==> src/sv/sam_pkg.sv <==
// ----------------------------------------------------------------------------
// sam_pkg
// shared types and constants of the suffix automaton block
// ----------------------------------------------------------------------------
package sam_pkg;

	localparam int SYM_W      = 7;
	localparam int ACT_W      = 2;
	localparam int COUNT_W    = 14;
	localparam int DISTINCT_W = 24;
	localparam int QLEN_W     = 13;
	localparam int QPOS_W     = 16;

	typedef enum logic [ACT_W-1:0] {
		ACT_CLEAR  = 2'd0,
		ACT_EXTEND = 2'd1,
		ACT_QSTART = 2'd2,
		ACT_QSYM   = 2'd3
	} action_t;

	typedef enum logic [3:0] {
		S_INIT,
		S_IDLE,
		S_ECHK,
		S_EWALK,
		S_EQ,
		S_EQL,
		S_ECW,
		S_EFIN,
		S_QWALK,
		S_RES
	} sam_state_t;

	// control from the sequencer to the query tracker
	typedef struct packed {
		logic              clr;
		logic              upd;
		logic [QLEN_W-1:0] len;
	} trk_ctl_t;

endpackage

==> src/sv/sam_query_track.sv <==
// ----------------------------------------------------------------------------
// sam_query_track
// best match length, its end position and the saturating query position
// ----------------------------------------------------------------------------
module sam_query_track (
	input  logic                     clk,
	input  logic                     arst_n,
	input  sam_pkg::trk_ctl_t        ctl,
	output logic [sam_pkg::QLEN_W-1:0] best,
	output logic [sam_pkg::QPOS_W-1:0] best_pos
);
	import sam_pkg::*;

	logic [QPOS_W-1:0] pos_q;
	logic [QLEN_W-1:0] best_q;
	logic [QPOS_W-1:0] best_pos_q;

	always_ff @(posedge clk or negedge arst_n) begin
		if (!arst_n) begin
			pos_q      <= '0;
			best_q     <= '0;
			best_pos_q <= '0;
		end else if (ctl.clr) begin
			pos_q      <= '0;
			best_q     <= '0;
			best_pos_q <= '0;
		end else if (ctl.upd) begin
			if (ctl.len > best_q) begin
				best_q     <= ctl.len;
				best_pos_q <= pos_q;
			end
			// position saturates at all ones
			if (pos_q != '1)
				pos_q <= pos_q + 1'b1;
		end
	end

	assign best     = best_q;
	assign best_pos = best_pos_q;

endmodule

==> config.mk <==
export PLATFORM = sky130hd
export DESIGN_NAME = sam_query_track
export DESIGN_NICKNAME = d
export VERILOG_FILES = /design/src/sv/sam_pkg.sv /design/src/sv/sam_query_track.sv
export SDC_FILE = /design/constraint.sdc
export NUM_CORES = 1
export LEC_CHECK = 0
export ABC_AREA = 1
export BUFFER_PORTS_ARGS = -buffer_cell sky130_fd_sc_hd__clkbuf_2
export CAP_MARGIN = 25
export CORE_ASPECT_RATIO = 1.75
export CORE_MARGIN = 2
export CORE_UTILIZATION = 58
export CTS_BUF_LIST = sky130_fd_sc_hd__clkbuf_8
export DETAILED_ROUTE_END_ITERATION = 10
export GPL_ROUTABILITY_DRIVEN = 0
export GPL_TIMING_DRIVEN = 1
export PLACE_DENSITY = 0.9
export REMOVE_ABC_BUFFERS = 1
export SETUP_SLACK_MARGIN = 0.15
export SLEW_MARGIN = 25
export SYNTH_ARGS = -nofsm -noshare
export SYNTH_HDL_FRONTEND = slang
export SYNTH_SLANG_ARGS = --single-unit
export TNS_END_PERCENT = 20
==> constraint.sdc <==
create_clock -name clk -period 2.1 [get_ports clk]
set_input_delay 0.42 -clock clk [delete_from_list [all_inputs] [get_ports clk]]
set_output_delay 0.42 -clock clk [all_outputs]
set_load 0.005 [all_outputs]
==> metrics.txt, run 1 <==
Reg2Reg Setup Slack=0.25 ns; Antenna Cells=0; final worst setup slack=0.246 ns; final period utilization=88.3%; sequential cell area=1130 um2; Nets=421; Inserted Clock Buffers=5; CP Max Fanout=29; EDFF count, synth=0; Die Ht=94.0 um; ANT nets after route=0; wire length of the first global-routing pass=10,600 um; Worst-Skew Late Latency=0.30 ns; fillcell total=347; pwr dens=574 nW/um2; maximum root-to-sink buffer count=2; largest net degree at the start of global routing=69; root buffer cell=clkbuf_8; Hold Slack=0.0912 ns; DP Worst Slack=0.139 ns; Worst Setup Path Type=reg -> reg; Tot Pwr=1780 uW; Register-to-Register Path Depth=10; Chip Width=55.4 um; vias per std cell=5.60; final core utilization=69.7%; post-synth top area share=41.9%; Via Count=2,475; layout cells sized above 1=21.5%; area of the multi-input gates=1350 um2; CTS H-tree depth=2; WL/cell=14.2 um; Top Ports=46; routed wire length=6270 um; Final Max Slew Viols=0; commonest cells in the netlist=nand2_1 (100), dfrtp_1 (45), nand3_1 (45), nand4_1 (34), inv_1 (32); maxcap violations=0; initial antenna violation count=0; Critical Path Start Type=flip-flop; Reg2Reg Launch Point=best[2]; initial core utilization=60.4%; Iter 0 DRT Violations=91; IO buf count=45; via count of the first global-routing pass=2,431; gr usage total=25.2%; Core Region=4440 um2; leakage power=0.00164 uW; CP Capture Type=flip-flop; Mean Syn Cell Area=7.79 um2; Sink Count=45; Hold WC Path Type=in -> async; Seq/Total Area, Yosys=41.9%; Layout area overhead=15.2%; Final setup viols=0; synth unique cells=28; headroom to the max-slew limit=56.4%; final hold violation count=0; Worst R2R End=best[8]; maximum vdd ir drop=513 uV; Ys Warns=0; CTS Hold Bufs=0; Post-Synthesis Cells=345; Main synth FF type=dfrtp_1; Clock Skew=0.00495 ns; required time worst endpoint=2.33 ns; async set-reset flop share out of synthesis=100%; Cell Area, Synth=2690 um2; Yosys top cell by area=dfrtp_1; Worst Path Arrival=2.08 ns; Fin Setup TNS=0 ns; Seq cells post-synth=45; RSZ-0062 raised after global routing=true; count leader, synth=nand2_1; first drt pass iteration count=4; Die ar.=5210 um2; outcome=completed; CTS clk-pin slew, worst paths=0.08 ns; GR Overflow Total=0; drt drc=0; post-DP HPWL=4450 um; Tmin final=1.85 ns; Max Fclk=539 MHz; top post-synthesis cells by area=dfrtp_1 (42%), nand2_1 (14%), nand3_1 (8.4%); worst slew pin tran=0.653 ns; CTS tree=yes; Site Rows=32
logic make-up (layout without fill, tap and decap cells):
| family | Yosys count | count (layout) | synth area share (%) |
|---|---|---|---|
| buf+inv | 52 | 98 | 8.94 |
| xor+xnor | 8 | 8 | 2.61 |
| flops | 45 | 45 | 41.9 |
| simple gates | 210 | 210 | 35.9 |
| fa+ha+maj | 14 | 14 | 6.52 |
| compound gates | 16 | 16 | 4.15 |
layout make-up:
| class | count | share of cell area [%] |
|---|---|---|
| Timing Repair Buffer | 57 | 11.2 |
| Sequential cell | 45 | 36.4 |
| Clock inverter | 3 | 0.445 |
| Clock buffer | 5 | 2.22 |
| Multi-Input combinational cell | 248 | 43.6 |
| Inverter | 33 | 4.00 |
| Tap cell | 51 | 2.06 |
sequential cells by signal, indices dropped and copies added, names as in the netlist:
name / cells
best: 13
best_pos: 16
pos_q: 16
metal layers:
| metal | track usage, % | vias up | share of wire [%] |
|---|---|---|---|
| met1 | 27.9 | 1163 | 38 |
| li1 | - | 1229 | - |
| met4 | 11.2 | 0 | 2.2 |
| met5 | 0 | - | 0 |
| met2 | 47.1 | 73 | 56 |
| met3 | 3.31 | 10 | 3.8 |
placed cells by master, fill, tap and decap left out:
cell type | Yosys | final
nand2_1 | 100 | 98
nand3_1 | 45 | 45
clkbuf_2 | 0 | 45
dfrtp_1 | 45 | 44
nand4_1 | 34 | 34
inv_1 | 32 | 33
nor2_1 | 22 | 20
ha_1 | 14 | 13
buf_4 | 2 | 9
o21ai_2 | 7 | 7
xor2_1 | 6 | 6
clkbuf_8 | 1 | 5
a21oi_1 | 4 | 3
nor2_2 | 1 | 3
nand2_2 | 2 | 3
o21ai_0 | 3 | 3
nor3_1 | 2 | 2
o21bai_1 | 2 | 2
xnor2_1 | 2 | 2
clkinv_2 | 0 | 2
buf_12 | 0 | 2
a21oi_2 | 0 | 1
nand2_4 | 1 | 1
clkinv_1 | 1 | 1
nand3_2 | 1 | 1
nor2_4 | 1 | 1
nand2_8 | 0 | 1
and2_1 | 1 | 1
ha_2 | 0 | 1
buf_8 | 1 | 1
dfrtp_2 | 0 | 1
how the worst max path moves through the flow:
| stage | start | slack, ns | to |
|---|---|---|---|
| 2_1_floorplan | ctl[12] | -0.88 | best[0] |
| 3_3_place_gp | ctl[12] | 0.20 | best_pos[6] |
| 3_5_place_dp | ctl[12] | 0.14 | best_pos[8] |
| 4_1_cts | pos_q[0] | 0.19 | pos_q[7] |
| 5_1_grt | best[8] | 0.12 | best[8] |
| 6_report | best[2] | 0.25 | best[8] |
stage by stage:
stage	std cells	cell area (um2)
floorplan	326	2570
global placement	430	2930
detailed placement	430	2930
CTS	438	3020
global route	442	3100
finish	442	3100
repair_timing:
action	CTS	global route
endpoints found under the setup margin	0	39
setup buffers	0	4
resized for setup	0	13
worst max-delay path, cell delays in order (launching register included):
cell and delay, ns:
dfrtp_1 0.39, inv_1 0.06, ha_1 0.29, nand2_1 0.07, inv_1 0.05, nand3_1 0.13, nor2_1 0.07, nor2_2 0.21
buf_8 0.24, nand4_1 0.13, nand2_1 0.13
report_power, final:
group | internal, uW | total, uW | leakage, uW | switching (uW)
Clock | 226 | 514 | 0.0000491 | 288
Combinational | 131 | 340 | 0.000975 | 210
Sequential | 895 | 923 | 0.000618 | 27.6
Total | 1250 | 1780 | 0.00164 | 525
Power figures use the tool's default switching activity.
==> inputs of run 2 (changes only) <==
--- a/config.mk
+++ b/config.mk
@@ -24,2 +24 @@
 export SYNTH_SLANG_ARGS = --single-unit
-export TNS_END_PERCENT = 20
==> constraint.sdc (replaced) <==
create_clock -name clk -period 2.1 [get_ports clk]
set_input_delay 0.63 -clock clk [delete_from_list [all_inputs] [get_ports clk]]
set_output_delay 0.63 -clock clk [all_outputs]
set_load 0.005 [all_outputs]
==> run 2 against run 1 <==
  * Cell count increased by 0.23%
  * Core utilization increased by 0.62 points
  * First-iteration DRC count increased by 32%
  * Clock power increased by 32%
  * Highest routed layer unchanged
  * Sequential cell count unchanged
==> metrics.txt, run 2 (synthesis results as in run 1) <==
outcome=completed (unchanged); final core utilization=70.3% (was 69.7%); Fin Setup TNS=0 ns (unchanged); final period utilization=87.3% (was 88.3%); Tmin final=1.83 ns (was 1.85 ns); Critical Path Start Type=flip-flop (unchanged); IO buf count=45 (unchanged); gr usage total=25.3% (was 25.2%); Tot Pwr=1930 uW (was 1780 uW); worst slew pin tran=0.585 ns (was 0.653 ns); maximum root-to-sink buffer count=2 (unchanged); WL/cell=14.3 um (was 14.2 um); post-DP HPWL=4480 um (was 4450 um); wire length of the first global-routing pass=10,500 um (was 10,600 um); headroom to the max-slew limit=61.0% (was 56.4%); root buffer cell=clkbuf_8 (unchanged); CTS clk-pin slew, worst paths=0.09 ns (was 0.08 ns); part of the power in combinational logic=17.1% (was 19.2%); net switching power=554 uW (was 525 uW); fillcell total=345 (was 347); Iter 0 DRT Violations=120 (was 91); CP Capture Type=flip-flop (unchanged); Layout area overhead=16.3% (was 15.2%); first drt pass iteration count=5 (was 4); CTS H-tree depth=2 (unchanged); RSZ-0062 raised after global routing=true (unchanged); Worst Path Arrival=2.04 ns (was 2.08 ns); maximum vdd ir drop=442 uV (was 513 uV); Max Fclk=545 MHz (was 539 MHz); Nets=422 (was 421); CTS tree=yes (unchanged); most common cell after layout, fill and taps aside=nand2_1 (unchanged); routed wire length=6320 um (was 6270 um); clock network power share=35.1% (was 28.9%); sequential cell area=1130 um2 (unchanged); Inserted Clock Buffers=5 (unchanged); critical path's top delay family=simple AND/OR/NAND/NOR gates (unchanged); Hold Slack=0.391 ns (was 0.0912 ns); CP peak stage delay=0.42 ns (was 0.39 ns); Site Rows=32 (unchanged); CTS Hold Bufs=0 (unchanged); Chip Width=55.4 um (unchanged); initial core utilization=60.4% (unchanged); layout cells sized above 1=21.2% (was 21.5%); Via Count=2,554 (was 2,475); Worst Setup Path Type=reg -> reg (unchanged); Die Ht=94.0 um (unchanged); Top Ports=46 (unchanged); Antenna Cells=0 (unchanged); CP Max Fanout=20 (was 29); worst path bufs/invs=1 (was 3); ordered list of cells on the worst path=ha_1, nand3_4, nor2_4, nand2_2, nor2_2, nand2_2, nand2_8, clkinvlp_4, nand2_1, nand2_1 (was inv_1, ha_1, nand2_1, inv_1, nand3_1, nor2_1, nor2_2, buf_8, nand4_1, nand2_1); Flop pwr share=47.8% (was 51.9%); vias per std cell=5.77 (was 5.60); Final setup viols=0 (unchanged); Core Region=4440 um2 (unchanged); largest net degree at the start of global routing=69 (unchanged); final hold violation count=0 (unchanged); GR Overflow Total=0 (unchanged); required time worst endpoint=2.31 ns (was 2.33 ns); Worst-Skew Late Latency=0.31 ns (was 0.30 ns); maxcap violations=0 (unchanged); internal cell power=1370 uW (was 1250 uW); Clock Skew=0.0127 ns (was 0.00495 ns); post-route insts no fill=443 (was 442); area of the multi-input gates=1340 um2 (was 1350 um2); drt drc=0 (unchanged); Cells after DPL=432 (was 430); Worst path slowest cell=dfrtp_2 (was dfrtp_1); Final Max Slew Viols=0 (unchanged); most frequent cells in the layout=nand2_1 (99), nand3_1 (45), clkbuf_2 (45) (was nand2_1 (98), nand3_1 (45), clkbuf_2 (45)); initial antenna violation count=0 (unchanged); leakage power=0.00165 uW (was 0.00164 uW); Die ar.=5210 um2 (unchanged); via count of the first global-routing pass=2,497 (was 2,431); pwr dens=617 nW/um2 (was 574 nW/um2); sw frac=28.7% (was 29.6%); Sink Count=45 (unchanged); ANT nets after route=0 (unchanged); Hold WC Path Type=in -> async (unchanged)
-- run 2: cell count changes in the layout (fill, tap and decap cells not counted), sizes merged --
cell      change
inv           -2
clkinv        -1
clkinvlp      +2
bufinv        +1
buf           +1
-- run 2: routing by layer --
layer	global-route usage [%]	wire, um	vias up
met5	0	0	-
met4	16.5	252	0
met3	3.03	267	23
met2	45.0	3420	81
met1	28.0	2380	1216
li1	-	-	1234
-- run 2: stage by stage --
stage               setup slack (ns)  cell area, um2
finish                         0.267            3120
global route                   0.133            3120
CTS                            0.165            3080
detailed placement           -0.0212            2960
global placement              0.0617            2960
floorplan                      -1.09            2570
-- run 2: layout make-up --
cell class	instances	area share, %
inverter	33	4.09
tap	51	2.04
clock buffer	5	2.20
timing repair buffer	58	11.1
sequential	45	36.1
multi-input combinational	248	42.9
clock inverter	3	1.48
-- run 2: worst reg2reg max path, delay by kind of cell (launching register included) --
kind	cells	cell delay [ns]
fa+ha+maj	1	0.24
simple gates	8	0.88
buf+inv	1	0.18
flops	1	0.42
-- run 2: worst paths after layout --
path / from / end / slack (ns) / cells after the start
worst min-delay path: arst_n / best[1] / 0.39 / 2
worst min register to register: best_pos[1] / best_pos[1] / 0.51 / 2
worst max register to register: pos_q[0] / pos_q[10] / 0.27 / 10
max in group asynchronous: arst_n / pos_q[0] / 1.29 / 2
min in group clk: best_pos[1] / best_pos[1] / 0.51 / 2
worst max-delay path: pos_q[0] / pos_q[10] / 0.27 / 10
-- run 2: power by group through the flow --
stage,Clock (uW),Sequential (uW),Combinational (uW)
floorplan,0,937,164
global placement,0,939,301
detailed placement,0,940,312
CTS,681,923,316
global route,714,925,368
finish,678,922,329
-- run 2: timing repair --
item | CTS | global route
setup buffers | 0 | 3
setup endpoints to repair | 0 | 24
gates resized for setup | 0 | 5
endpoints found under the hold margin | 0 | 0
